[src/iol_pkg.sv]
// ----------------------------------------------------------------------------
// iol_pkg
// types and constants shared by the indexed ordered list
// ----------------------------------------------------------------------------
package iol_pkg;

	localparam int POS_W   = 7;
	localparam int VAL_W   = 32;
	localparam int GROUP   = 8;
	localparam int GIDX_W  = 3;

	typedef enum logic [1:0] {
		KIND_INSERT = 2'd0,
		KIND_REMOVE = 2'd1,
		KIND_READ   = 2'd2,
		KIND_FIND   = 2'd3
	} kind_t;

	typedef enum logic [2:0] {
		ST_OK       = 3'd0,
		ST_EMPTY    = 3'd1,
		ST_RANGE    = 3'd2,
		ST_NOTFOUND = 3'd3,
		ST_FULL     = 3'd4
	} status_t;

	// update broadcast to every cell
	typedef struct packed {
		logic              ins;
		logic              rem;
		logic [POS_W-1:0]  pos;
		logic [VAL_W-1:0]  val;
	} cmd_t;

	// registered summary of one group of cells
	typedef struct packed {
		logic              any_hit;
		logic [GIDX_W-1:0] first;
		logic [VAL_W-1:0]  rd_val;
	} grp_t;

endpackage

[src/iol_group.sv]
// ----------------------------------------------------------------------------
// iol_group
// first reduction level: summarises eight cells into a register
// ----------------------------------------------------------------------------
module iol_group import iol_pkg::*; (
	input  logic             clk,
	input  logic             en,
	input  logic [GROUP-1:0] hit,
	input  logic [GROUP-1:0] sel,
	input  logic [VAL_W-1:0] value [GROUP],
	output grp_t             summary_s1
);

	grp_t nxt;

	always_comb begin
		nxt = '0;
		for (int j = GROUP - 1; j >= 0; j--) begin
			if (hit[j]) begin
				nxt.any_hit = 1'b1;
				nxt.first   = GIDX_W'(j);
			end
			if (sel[j]) begin
				nxt.rd_val = nxt.rd_val | value[j];
			end
		end
	end

	always_ff @(posedge clk) begin
		if (en) begin
			summary_s1 <= nxt;
		end
	end

endmodule

[config.mk]
export PLATFORM = sky130hd
export DESIGN_NAME = iol_group
export DESIGN_NICKNAME = d
export VERILOG_FILES = /design/src/iol_pkg.sv /design/src/iol_group.sv
export SDC_FILE = /design/constraint.sdc
export NUM_CORES = 1
export LEC_CHECK = 0
export BUFFER_PORTS_ARGS = -buffer_cell sky130_fd_sc_hd__buf_2
export CAP_MARGIN = 20
export CORE_AREA = 10 10 111 113
export CTS_BUF_LIST = sky130_fd_sc_hd__clkbuf_4
export CTS_CLUSTER_DIAMETER = 30
export DETAILED_ROUTE_END_ITERATION = 8
export DIE_AREA = 0 0 121 123
export HOLD_SLACK_MARGIN = 0.03
export PLACE_DENSITY = 0.64
export SETUP_SLACK_MARGIN = 0.3
export SLEW_MARGIN = 40
export SYNTH_ARGS = -nofsm -noshare
export SYNTH_HDL_FRONTEND = slang
export SYNTH_SLANG_ARGS = --single-unit
[constraint.sdc]
create_clock -name clk -period 0.96 [get_ports clk]
set_clock_uncertainty 0.2 [all_clocks]
set_input_delay 0.096 -clock clk [delete_from_list [all_inputs] [get_ports clk]]
set_output_delay 0.096 -clock clk [all_outputs]
set_load 0.1 [all_outputs]
Word-level counts from Yosys, hierarchy flattened
Cells that the tools add are included.
{"block": "classes", "muxes": 15, "bitwise": 7, "reduce_logical": 3}
{"cell": "two-way mux 32 bit", "count": 8}
{"cell": "OR 32 bit", "count": 7}
{"cell": "two-way mux 3 bit", "count": 3}
{"cell": "OR reduction 7 bit", "count": 1}
{"cell": "two-way mux 2 bit", "count": 2}
{"cell": "two-way mux 4 bit", "count": 1}
{"cell": "OR reduction 4 bit", "count": 1}
{"cell": "OR reduction 2 bit", "count": 1}
{"cell": "two-way mux 1 bit", "count": 1}
{"block": "word_totals", "regBits": 36, "in_bits": 274, "out_inout_bits": 36, "wordCells": 30}

Depth between registers and ports, before layout
{"block": "depth", "word_depth": 15, "depth_mapped": 3, "mapped_depth_nobuf": 3}

Least setup slack after synthesis
No wires, ideal clock.
{"block": "synth_path", "path_type": "reg-to-output", "start": "register summary_s1[0] (netlist bit)", "end": "output port summary_s1[0] (netlist bit)", "arrival_ns": 0.904, "t_required_ns": 0.664, "setup_slack_ns": -0.240, "stages_incl_launch_ff": 1, "n_path_buf": 0, "path_cell_list": "edfxtp_1"}
{"element": "start, declared", "line": "iol_group.sv:11", "rtl": "output grp_t summary_s1"}
{"element": "start signal, assigned", "line": "iol_group.sv:31", "rtl": "summary_s1 <= nxt;"}
No word-level cell between the ends.

Final worst setup path
{"block": "layout_path", "start": "register summary_s1[31] (netlist bit)", "end": "output port summary_s1[31] (netlist bit)"}
No word-level cell between the ends.

==> results.cfg <==
[outcome]
run_status = finished, violations left
violations = negative hold slack, negative setup slack

[floorplanning]
row_count = 37
die_w_um = 121
die-area_um2 = 14900
dieHeight_um = 123
ios = 310
initial_core_util_pct = 24.4
core_um2 = 10100

[global_route]
grt_pass1_wl_um = 27200
grt_pass1_vias = 4459
antenna_found_initial = 0
overflow = 0
grt_use_total_pct = 24.2
grt_start_max_net_pins = 17

[route]
first_pass_iters = 4
vias = 3926
first_iter_violations = 236
remaining_drc_errors = 0
via_per_inst = 5.51
drt-total-wl_um = 19300
ant_nets = 0
wl_per_cell_um = 27.1

[synth]
ys_seq_area_share_pct = 43.6
synthMuxAreaShare_pct = 0
synth_top_area_cell = edfxtp_1
ys_warn_count = 0
synth.most_common_cell = a22oi_1
synth_edf_count = 36
synth-simple-area-share_pct = 9.95
synth_common_cells = a22oi_1 (128), edfxtp_1 (36), nand4_1 (32)
synth_cell_type_count = 16
netlist_area_um2 = 2480
synth_compound_area_share_pct = 40.1
synth.avg_cell_area_um2 = 10.6
yosys-top-cells-area = edfxtp_1 (44%), a22oi_1 (39%), nand4_1 (8.1%), buf_2 (3.6%), buf_6 (2.3%)
synthAdderAreaFrac_pct = 0
ys_ff_latch = 36
synth_xor_area_share_pct = 0
synth_top_area_share_pct = 43.6
synthesis.nets = 508
synth_cells = 234
synth_top_family_by_area = compound AO/OA/AOI/OAI gates
synthArstFlopShare_pct = 0
synthFlopType = edfxtp_1

[sta]
fin_crit_sh_pct = 138
rsz0062_at_grt = yes
fin_crit_ps = 1330
tns_ps = -11250
hold_viol = 41
worst_slew_pin_slew_ps = 271
slew_violations = 0
hold_slack_ps = -174
slew_headroom_pct = 81.8
layout_setup_ws_ps = -366
fmax_mhz = 754
setup_viol = 36

[setup_path]
worst-path-max-fanout = 1
path_cells = buf_12
crit_required_ps = 660
crit_family = flip-flops
start_kind = flop
startpoint = summary_s1[31]$_DFFE_PP_
worstSetupEndpointType = primary output
cpPeakStageDelay_ps = 480
critPathArrivalTime_ps = 1030
cp.buffers_inverters = 1
critPathKind = reg -> out
slowest_stage = edfxtp_1

[final_layout]
drive_gt1_share_pct = 86.6
fin_util_pct = 64.2
fin_nets = 847
final_cells = 712
top_register = summary_s1
largest_reg_flops = 36
reg.largest.list = summary_s1 x36
synthToLayoutAreaGrowth_pct = 163

[clock_network]
clkTransAtPathRegs_ps = 130
clock_path_buffers = 2
cts_tree = yes
cts_buffers = 5
clock_sinks = 36
root_buffer = clkbuf_4
htree_num_levels = 2

[power_and_ir_drop]
powerDensity_nw_per_um2 = 995
ir_drop_mv = 0.512
p_leak_nw = 2.78

[placement]
place.gp.congestion = 0.827
dp_cells = 678
portBuffers = 309
dp_hpwl_um = 13900

[run]
max_cap_violations = 0

[hold_path]
min_path_type = in -> reg
hp-start = hit[7]
cell usage in the layout (no fill, tap or decap), types with 3 or more instances in the layout:
master,instances
buf_16,23
nand4_1,32
buf_12,60
clkbuf_4,5
buf_4,7
a22oi_2,126
edfxtp_1,36
buf_8,3
buf_2,261
worst paths after layout:
kind	to	depth (start not counted)
max	summary_s1[31]	1
min	summary_s1[35]$_SDFFCE_PP1P_	3
logic make-up after synthesis:
family | Yosys count
flops | 36
compound gates | 133
simple gates | 40
buf+inv | 25
cell type report:
type	instances	area, µm²
diodes	2	5.00
clock buffers	5	37.5
clock inverters	3	13.8
fillers	807	3630
inverters	1	3.75
multi-input cells	173	1930
flip-flops and latches	36	1080
well taps	136	170
repair buffers	356	3270
report_power, final:
part	internal [mW]	leakage, nW	switching [mW]
logic	1.73	2.38	1.93
registers	1.88	0.360	0.106
clock network	0.270	0.0324	0.571
per-stage QoR:
step	worst slack (ps)	area, µm²	power (mW)	hold WS (ps)
2_1_floorplan	-240	3280	3.63	8.50
3_3_place_gp	-240	5590	5.11	185
3_5_place_dp	-291	5590	5.17	194
4_1_cts	-391	6440	6.49	-185
5_1_grt	-408	6510	6.73	-185
6_report	-366	6510	6.48	-174
per-layer routing:
layer  vias up  global-route usage [%]  share of wire, %
met5         -                       0                 0
met4         0                    8.60               2.8
met3        33                    7.57               9.8
met2       270                    44.5                52
met1      1883                    25.6                35
li1       1740                       -                 -
timing repair:
action                                  CTS  global route
resized for setup                        74             9
pin swaps                                48            41
setup buffers                             1             2
cloned                                   20             1
endpoints found under the hold margin    72            72
endpoints found under the setup margin   71            72
(Power assumes the default switching activity.)
