### src/iol_pkg.sv
// ----------------------------------------------------------------------------
// iol_pkg
// types and constants shared by the indexed ordered list
// ----------------------------------------------------------------------------
package iol_pkg;

	localparam int POS_W   = 7;
	localparam int VAL_W   = 32;
	localparam int GROUP   = 8;
	localparam int GIDX_W  = 3;

	typedef enum logic [1:0] {
		KIND_INSERT = 2'd0,
		KIND_REMOVE = 2'd1,
		KIND_READ   = 2'd2,
		KIND_FIND   = 2'd3
	} kind_t;

	typedef enum logic [2:0] {
		ST_OK       = 3'd0,
		ST_EMPTY    = 3'd1,
		ST_RANGE    = 3'd2,
		ST_NOTFOUND = 3'd3,
		ST_FULL     = 3'd4
	} status_t;

	// update broadcast to every cell
	typedef struct packed {
		logic              ins;
		logic              rem;
		logic [POS_W-1:0]  pos;
		logic [VAL_W-1:0]  val;
	} cmd_t;

	// registered summary of one group of cells
	typedef struct packed {
		logic              any_hit;
		logic [GIDX_W-1:0] first;
		logic [VAL_W-1:0]  rd_val;
	} grp_t;

endpackage

### src/iol_cell.sv
// ----------------------------------------------------------------------------
// iol_cell
// one list slot: shifts with its neighbours, compares and selects
// ----------------------------------------------------------------------------
module iol_cell import iol_pkg::*; #(
	parameter int IDX = 0,
	parameter int CW  = 7,
	parameter int PW  = 7
) (
	input  logic             clk,
	input  cmd_t             cmd,
	input  logic [CW-1:0]    count,
	input  logic [VAL_W-1:0] prev,
	input  logic [VAL_W-1:0] next,
	output logic [VAL_W-1:0] q,
	output logic             hit,
	output logic             sel
);

	localparam logic [PW-1:0] MY = PW'(IDX);

	logic [PW-1:0]    pos_x;
	logic [PW-1:0]    cnt_x;
	logic [VAL_W-1:0] data_q;

	assign pos_x = PW'(cmd.pos);
	assign cnt_x = PW'(count);

	always_ff @(posedge clk) begin
		if (cmd.ins) begin
			if (MY == pos_x) begin
				data_q <= cmd.val;
			end else if (MY > pos_x) begin
				data_q <= prev;
			end
		end else if (cmd.rem && (MY >= pos_x)) begin
			data_q <= next;
		end
	end

	assign q   = data_q;
	assign hit = (MY < cnt_x) && (data_q == cmd.val);
	assign sel = (MY == pos_x);

endmodule

### config.mk
export PLATFORM = sky130hd
export DESIGN_NAME = iol_cell
export DESIGN_NICKNAME = d
export VERILOG_FILES = /design/src/iol_pkg.sv /design/src/iol_cell.sv
export SDC_FILE = /design/constraint.sdc
export NUM_CORES = 1
export LEC_CHECK = 0
export BUFFER_PORTS_ARGS = -buffer_cell sky130_fd_sc_hd__buf_2
export CAP_MARGIN = 20
export CORE_MARGIN = 8
export CORE_UTILIZATION = 37
export CTS_CLUSTER_SIZE = 28
export DETAILED_ROUTE_END_ITERATION = 10
export HOLD_SLACK_MARGIN = 0.15
export PLACE_DENSITY_LB_ADDON = 0.05
export SYNTH_ARGS = -nofsm -noshare
export SYNTH_HDL_FRONTEND = slang
export SYNTH_SLANG_ARGS = --single-unit
### constraint.sdc
create_clock -name clk -period 2.6 [get_ports clk]
set_clock_uncertainty 0.05 [all_clocks]
set_input_delay 0.26 -clock clk [delete_from_list [all_inputs] [get_ports clk]]
set_output_delay 0.26 -clock clk [all_outputs]
set_load 0.01 [all_outputs]
# Word level (Yosys, flattened, before mapping)
# Index checks and enable logic that the tools add are counted.
# Widths: inputs -> output; s select.
[word_totals] regBits=32 input_bits=113 elab_cells=15 out_inout_bits=34
[classes] n_eq_ne=2 mux=4 n_reduce_logical=5 order_cmp=3
[op_table] operator="$mux 32" count=4
[op_table] operator="$eq 32x32->1" count=1
[op_table] operator="$ge 1x7->1 const A" count=1
[op_table] operator="$gt 1x7->1 const A" count=1
[op_table] operator="$logic_not 7->1" count=1
[op_table] operator="$lt 1x7->1 const A" count=1
[op_table] operator="$ne 3x1->1 const B" count=1
[op_table] operator="$logic_and 1x1->1" count=2
[op_table] operator="$reduce_and 2->1" count=1
[op_table] operator="$reduce_bool 2->1" count=1

# Depth between registers and ports, before layout
# Gate-level depths: netlist (run 1).
[depth] ltp_word=4 mapped_depth=5

# Least setup slack after synthesis (run 1)
# Ideal clock, no wire load.
[synth_timing] path_type="input -> register" start="input cmd[36] (netlist bit)" end="register data_q[0], in the netlist q[0], enable pin" path_buffers=1 t_arrival_ns=2.275 cell_stages=4 setup_ns=0.421 setup_slack_ns=-0.146 cell_sequence="nor4_2 > nand2_2 > buf_6 > nor2_1"
[synth_via] elab_chain_len=4 word_cells_on_any_way=7
[synth_lines] element="start: declaration" line_no="iol_cell.sv:11" text="input cmd_t cmd,"
[synth_lines] element="$ge 1x7->1" line_no="iol_cell.sv:36" text="end else if (cmd.rem && (MY >= pos_x)) begin"
[synth_lines] element="$logic_and 1x1->1" line_no="iol_cell.sv:36"
[synth_lines] element="$reduce_bool 2->1 (no line)"
[synth_lines] element="$reduce_and 2->1 (no line) (*)"
[synth_lines] element="end signal: assignment" line_no="iol_cell.sv:32" text="data_q <= cmd.val;"
[synth_lines] element="end signal: assignment" line_no="iol_cell.sv:34" text="data_q <= prev;"
[synth_lines] element="end signal: assignment" line_no="iol_cell.sv:37" text="data_q <= next;"
[synth_lines] element="end: declaration" line_no="iol_cell.sv:24" text="logic [VAL_W-1:0] data_q;"
# Every way passes the cells marked *; elsewhere a longest branch is shown, timed or not.
# A chain may end at the register's enable or synchronous reset.

# Final worst setup path (run 1)
[layout_timing] start="register data_q[30], in the netlist q[30]" end="output hit"
[layout_via] elab_chain_len=2
[layout_lines] element="$eq 32x32->1" line_no="iol_cell.sv:42" text="assign hit = (MY < cnt_x) && (data_q == cmd.val);"
[layout_lines] element="$logic_and 1x1->1" line_no="iol_cell.sv:42"
[layout_lines] element="end: declaration" line_no="iol_cell.sv:16" text="output logic hit,"
# Every way passes these cells.

==> results of run 1 <==
-- through the flow --
stage          worst slack [ns]  power, uW  utilization [%]  hold slack (ns)
3_5_place_dp             0.5794      784.8            52.59           0.5302
6_report                 0.3438       1137            54.07           0.2397
3_3_place_gp             0.6703      781.9            52.59           0.5254
4_1_cts                  0.2638       1155            54.07           0.2321
5_1_grt                  0.1452       1194            54.07           0.2498
2_1_floorplan            0.3845      671.2                -           0.4356
-- cell usage in the layout, fill, tap and decap left out, types with 2 or more instances in the layout --
| master | n |
|---|---|
| buf_2 | 146 |
| clkbuf_1 | 2 |
| buf_4 | 4 |
| mux2i_1 | 32 |
| xor2_1 | 28 |
| nor4_1 | 8 |
| edfxtp_1 | 32 |
| a21oi_1 | 32 |
| clkbuf_8 | 5 |
| nor2_1 | 33 |
| nor3_1 | 2 |
| xnor2_1 | 4 |
| nand4_1 | 2 |
-- power breakdown --
group,switching [uW],internal [uW]
Sequential,1.57,575
Clock,180,186
Combinational,88.3,107
-- cell type report --
cell class | instances | area, um2 | share of cell area (%)
clock buffers | 7 | 76.32 | 2.611
clock inverters | 1 | 3.754 | 0.1284
inverters | 1 | 3.754 | 0.1284
multi-input cells | 146 | 1007 | 34.46
flip-flops and latches | 32 | 960.9 | 32.88
well taps | 72 | 90.09 | 3.082
repair buffers | 151 | 780.7 | 26.71
-- layer usage --
metal | wire length, um | up-vias | share of wire [%]
li1 | - | 982 | -
met2 | 3002 | 77 | 47
met4 | 75 | 0 | 1.2
met5 | 0 | - | 0
met1 | 2807 | 823 | 44
met3 | 516 | 7 | 8.1
-- final timing paths --
path                  startpoint     to  slack [ns]  cells after the start
worst max-delay path       q[30]    hit        0.34                      5
worst min-delay path    next[10]  q[10]        0.24                      3
-- cell families (layout without fill, tap and decap cells) --
kind of cell              count (synthesis)  after routing
and+or+nand+nor                          49             49
DFF                                      32             32
buffers and inverters                    11            160
muxes                                    32             32
xor gates and xnor gates                 32             32
AOI/OAI and AO/OA                        33             33
==> out/results.txt, run 1 <==
Status - finished clean
Crit path DAT - 1.95 ns
Tmin final - 2.256 ns
HPWL after DPL - 5.225 mm
#FFs+latches synth - 32
Vias in the first global route - 1,957
Met1 Use GR - 18.16%
Buf/Inv on CP - 1
Post-synthesis sequential area ratio - 47.47%
Htree depth - 2
Die width - 89.97 um
Post-CTS setup buffer count - 0
Post-synth EDFFs - 32
Largest family of logic cells by synthesized area - multiplexers
Post-CTS resize count - 0
Vias per inst - 4.607
Initial Util - 37.45%
WL per Instance - 15.61 um
Post-Synth XOR/XNOR Area - 13.84%
Fin cells - 410
Worst path max stage delay - 0.47 ns
Site row count - 27
Cell taking the most area after synthesis - edfxtp_1
Number of nets with antenna violations after routing - 0
Max rail drop VDD - 0.2433 mV
Pleak - 0.001536 uW
Placed Cells - 402
Clock-pin slew on the worst setup and hold paths - 0.07 ns
Top-Level Pins - 147
DRC - 0
DRT iter0 DRCs - 36
Post-Syn Instances - 189
Antenna fix cells - 0
CP required - 2.29 ns
Global-route wire length before repair - 9.922 mm
Drt pass-1 iters - 4
Overall Global Routing Usage - 15.22%
Max-slew violations - 0
Grt met2 use - 24.42%
Final wirelength - 6.402 mm
Largest register FFs - 32
M3 GR Usage - 6.401%
RSZ-0062 raised after global routing - no
# setup viols final - 0
Share of the synthesized area in the top cell type - 47.47%
Max clock buf depth - 2
Tcrit/Tclk final - 86.78%
Worst Tran Pin Value - 0.4790 ns
Total CTS buffers - 5
Adder-cell share of the synthesized area - 0%
Layout area overhead - 44.38%
CP max FO - 2
Congestion Overflow GR - 0
Fmax - 0.4432 GHz
Top post-synthesis cells by area - edfxtp_1, mux2i_1, xor2_1
Worst slew margin - 67.77%
Setup TNS - 0 ns
MaxCap Viol Count - 0
Clock Sinks - 32
YS warnings - 0
CP max stage cell - nor4_1
Largest net degree at the start of global routing - 49
Critical path class - flop to output port
Mux share of post-synthesis cell area - 15.82%
Worst setup EP type - output port
Top Family by Delay on Critical Path - simple AND/OR/NAND/NOR gates
Top cells by count, synth - nor2_1, a21oi_1, edfxtp_1, mux2i_1, xor2_1
Final instance area - 0.002923 mm2
Vias - 1,889
Asr flop ratio synth - 0%
I/O Buffers - 146
Height of the die - 89.97 um
Most used flip-flop cell after synthesis - edfxtp_1
Count leader, synth - nor2_1
Nature of the critical path startpoint - flop
Cell Area, Synth - 0.002024 mm2
Share of layout cells above drive strength 1 - 47.34%
Full die area - 0.008095 mm2
Synth Area in Compound Gates - 8.653%
GRT busiest layer - met2
Initial antenna violation count - 0
Hold WC Path Type - input port to flop
Layout Nets - 450
Final hold violation count - 0
Area after DPL - 0.002843 mm2
Core area - 0.005405 mm2
Fill count - 522
Mean post-synth cell area - 10.71 um2
Root buffer cell - clkbuf_8
Ratio of total power to cell area - 389.2 mW/mm2
Simple-gate share of the synthesized area - 11.06%
Syn nets - 302
TritonCTS clock tree - done
Hold Buf Count CTS - 0
Synth cell types - 17
Worst-path cell chain - xor2_1 -> nor4_1 -> nand4_1 -> a2111oi_2 -> buf_2
GP Congestion - 0.7677
Power figures use the tool's default switching activity.
==> run 2, diff against run 1 <==
Settings changed: ABC_AREA from default to 1, CORE_UTILIZATION 37 to 38, SKIP_CTS_REPAIR_TIMING from default to 1.
==> out/results.txt, run 2 <==
Share of layout cells above drive strength 1 - 34.62% (was 47.34%)
WL per Instance - 14.58 um (was 15.61 um)
Top-Level Pins - 147 (unchanged)
Root buffer cell - clkbuf_8 (unchanged)
Max rail drop VDD - 0.1917 mV (was 0.2433 mV)
Overall Global Routing Usage - 18.09% (was 15.22%)
Nature of the critical path startpoint - flop (unchanged)
Die width - 92.52 um (was 89.97 um)
Cell Area, Synth - 0.002225 mm2 (was 0.002024 mm2)
Sequential cell area - 960.9 um2 (unchanged)
Core area - 0.005781 mm2 (was 0.005405 mm2)
Status - finished clean (unchanged)
Hold Path Depth - 3 (unchanged)
Area after DPL - 0.003037 mm2 (was 0.002843 mm2)
Htree depth - 2 (unchanged)
DRC - 0 (unchanged)
Setup slack at placement - 0.7679 ns (was 0.5794 ns)
Final hold violation count - 0 (unchanged)
Layout Nets - 580 (was 450)
Top cells by count, synth - nand2_1, nor2_1, o21ai_0 (was nor2_1, a21oi_1, edfxtp_1, mux2i_1, xor2_1)
Largest register FFs - 32 (unchanged)
Layout area overhead - 42.52% (was 44.38%)
Vias in the first global route - 2,642 (was 1,957)
Full die area - 0.008559 mm2 (was 0.008095 mm2)
Total CTS buffers - 5 (unchanged)
Max-slew violations - 0 (unchanged)
Tcrit/Tclk final - 71.30% (was 86.78%)
HPWL after DPL - 6.135 mm (was 5.225 mm)
Worst Tran Pin Value - 0.4439 ns (was 0.4790 ns)
Site row count - 28 (was 27)
#FFs+latches synth - 32 (unchanged)
Final instance area - 0.003171 mm2 (was 0.002923 mm2)
Pleak - 0.001618 uW (was 0.001536 uW)
Clock Sinks - 32 (unchanged)
Global-route wire length before repair - 12.21 mm (was 9.922 mm)
Crit path DAT - 1.54 ns (was 1.95 ns)
Initial Util - 38.48% (was 37.45%)
I/O Buffers - 146 (unchanged)
MaxCap Viol Count - 0 (unchanged)
Switch share - 24.32% (was 23.71%)
Post-synth EDFFs - 32 (unchanged)
Number of nets with antenna violations after routing - 0 (unchanged)
Final worst slack - 0.7463 ns (was 0.3438 ns)
Share of the synthesized area in the top cell type - 43.19% (was 47.47%)
Congestion Overflow GR - 0 (unchanged)
Worst slew margin - 70.33% (was 67.77%)
# setup viols final - 0 (unchanged)
RSZ-0062 raised after global routing - no (unchanged)
Most common cell after layout, fill and taps aside - buf_2 (unchanged)
Hold WC Path Type - input port to flop (unchanged)
Int Power - 960.7 uW (was 867.7 uW)
Fill count - 619 (was 522)
Vias per inst - 4.674 (was 4.607)
GP Congestion - 0.7743 (was 0.7677)
Clock Power Share - 38.1% (was 32.2%)
DRT iter0 DRCs - 100 (was 36)
Ratio of total power to cell area - 400.4 mW/mm2 (was 389.2 mW/mm2)
Synth cell types - 17 (unchanged)
Worst Min Path Start - next[26] (was next[10])
Clock-pin slew on the worst setup and hold paths - 0.08 ns (was 0.07 ns)
Worst-path cell chain - nand2_1 -> nand2_1 -> nor2_1 -> nand2_1 -> nor2_1 -> nand3_1 -> nor2_1 -> buf_2 (was xor2_1 -> nor4_1 -> nand4_1 -> a2111oi_2 -> buf_2)
Gate power share - 16.5% (was 17.2%)
Top post-synthesis cells by area - edfxtp_1, nand2_1, nor2_1 (was edfxtp_1, mux2i_1, xor2_1)
Fmax - 0.5395 GHz (was 0.4432 GHz)
Worst Hold Path EP - q[26] (was q[10])
CP max stage cell - edfxtp_1 (was nor4_1)
Largest net degree at the start of global routing - 34 (was 49)
Final wirelength - 7.915 mm (was 6.402 mm)
Initial antenna violation count - 0 (unchanged)
Cell taking the most area after synthesis - edfxtp_1 (unchanged)
Height of the die - 92.52 um (was 89.97 um)
Critical path class - flop to output port (unchanged)
CP required - 2.29 ns (about the same)
Tmin final - 1.854 ns (was 2.256 ns)
Vias - 2,538 (was 1,889)
Min Hold Slack - 0.1933 ns (was 0.2397 ns)
Register share of total power - 45.4% (was 50.7%)
Multi-input combinational cell area - 0.001066 mm2 (was 0.001007 mm2)
TritonCTS clock tree - done (unchanged)
Post-synthesis sequential area ratio - 43.19% (was 47.47%)
Post-Syn Instances - 321 (was 189)
Most used flip-flop cell after synthesis - edfxtp_1 (unchanged)
Worst setup EP type - output port (unchanged)
Mean post-synth cell area - 6.930 um2 (was 10.71 um2)
Switch Pwr - 308.7 uW (was 269.7 uW)
Antenna fix cells - 0 (unchanged)
Count leader, synth - nand2_1 (was nor2_1)
Most frequent cells in the layout - buf_2, nand2_1, nor2_1 (was buf_2, nor2_1, mux2i_1, a21oi_1, edfxtp_1)
Drt pass-1 iters - 4 (unchanged)
Max clock buf depth - 2 (unchanged)
Asr flop ratio synth - 0% (unchanged)
YS warnings - 0 (unchanged)
Setup TNS - 0 ns (unchanged)
CP max FO - 3 (was 2)
Worst path max stage delay - 0.43 ns (was 0.47 ns)
Syn nets - 434 (was 302)
-- run 2: changes by cell type in the layout (fill, tap and decap cells not counted), sizes merged, moves of 9 or more --
| cell | change |
|---|---|
| a21oi | -32 |
| inv | +37 |
| mux2i | -32 |
| nand2 | +94 |
| nor2 | +23 |
| nor4 | -9 |
| o21ai | +69 |
| xor2 | -28 |
-- run 2: worst max-delay path by stage --
stage	to	cells past startpoint	start	slack (ns)
2_1_floorplan	q[0]	6	cmd[37]	0.53
3_3_place_gp	q[31]	4	cmd[40]	0.79
3_5_place_dp	q[15]	4	cmd[40]	0.77
4_1_cts	hit	8	q[25]	0.72
5_1_grt	hit	8	q[10]	0.60
6_report	hit	8	q[25]	0.75
-- run 2: power groups by stage --
stage                     combinational, uW  clock [uW]  sequential [uW]
after floorplan                        86.2           0              589
after global placement                  202           0              588
after detailed placement                207           0              588
after CTS                               207         494              576
after global routing                    239         516              576
final                                   209         484              576
-- run 2: metrics by stage --
stage	instances	utilization, %	total power (uW)
5_1_grt	543	54.85	1331
6_report	543	54.85	1269
3_3_place_gp	534	52.53	789.1
2_1_floorplan	321	-	675.2
4_1_cts	542	54.37	1277
3_5_place_dp	534	52.53	794.3
-- run 2: critical path: cells and delay by family, from the launching register on --
kind	cells	cell delay, ns
DFF	1	0.43
buffers and inverters	1	0.14
and+or+nand+nor	7	0.66
-- run 2: area by class of cell --
class | instances | share of cell area (%)
clock buffers | 5 | 2.170
clock inverters | 3 | 1.184
inverters | 38 | 4.499
multi-input cells | 239 | 33.62
flip-flops and latches | 32 | 30.31
well taps | 75 | 2.960
repair buffers | 151 | 25.26
-- run 2: metal layers --
metal | track usage [%] | vias to the layer above | part of all wire [%] | wire [um]
met4 | 5.772 | 0 | 1.4 | 111
met1 | 20.24 | 1129 | 40 | 3197
met3 | 6.715 | 8 | 8.1 | 643
li1 | - | 1314 | - | -
met2 | 31.11 | 87 | 50 | 3962
met5 | 0 | - | 0 | 0
-- run 2: cells by family (layout without fill, tap and decap cells) --
family	after synthesis	count (layout)	synth area share, %
xor gates and xnor gates	11	11	4.331
DFF	32	32	43.19
buffers and inverters	50	197	9.224
AOI/OAI and AO/OA	69	69	15.52
and+or+nand+nor	159	159	27.73
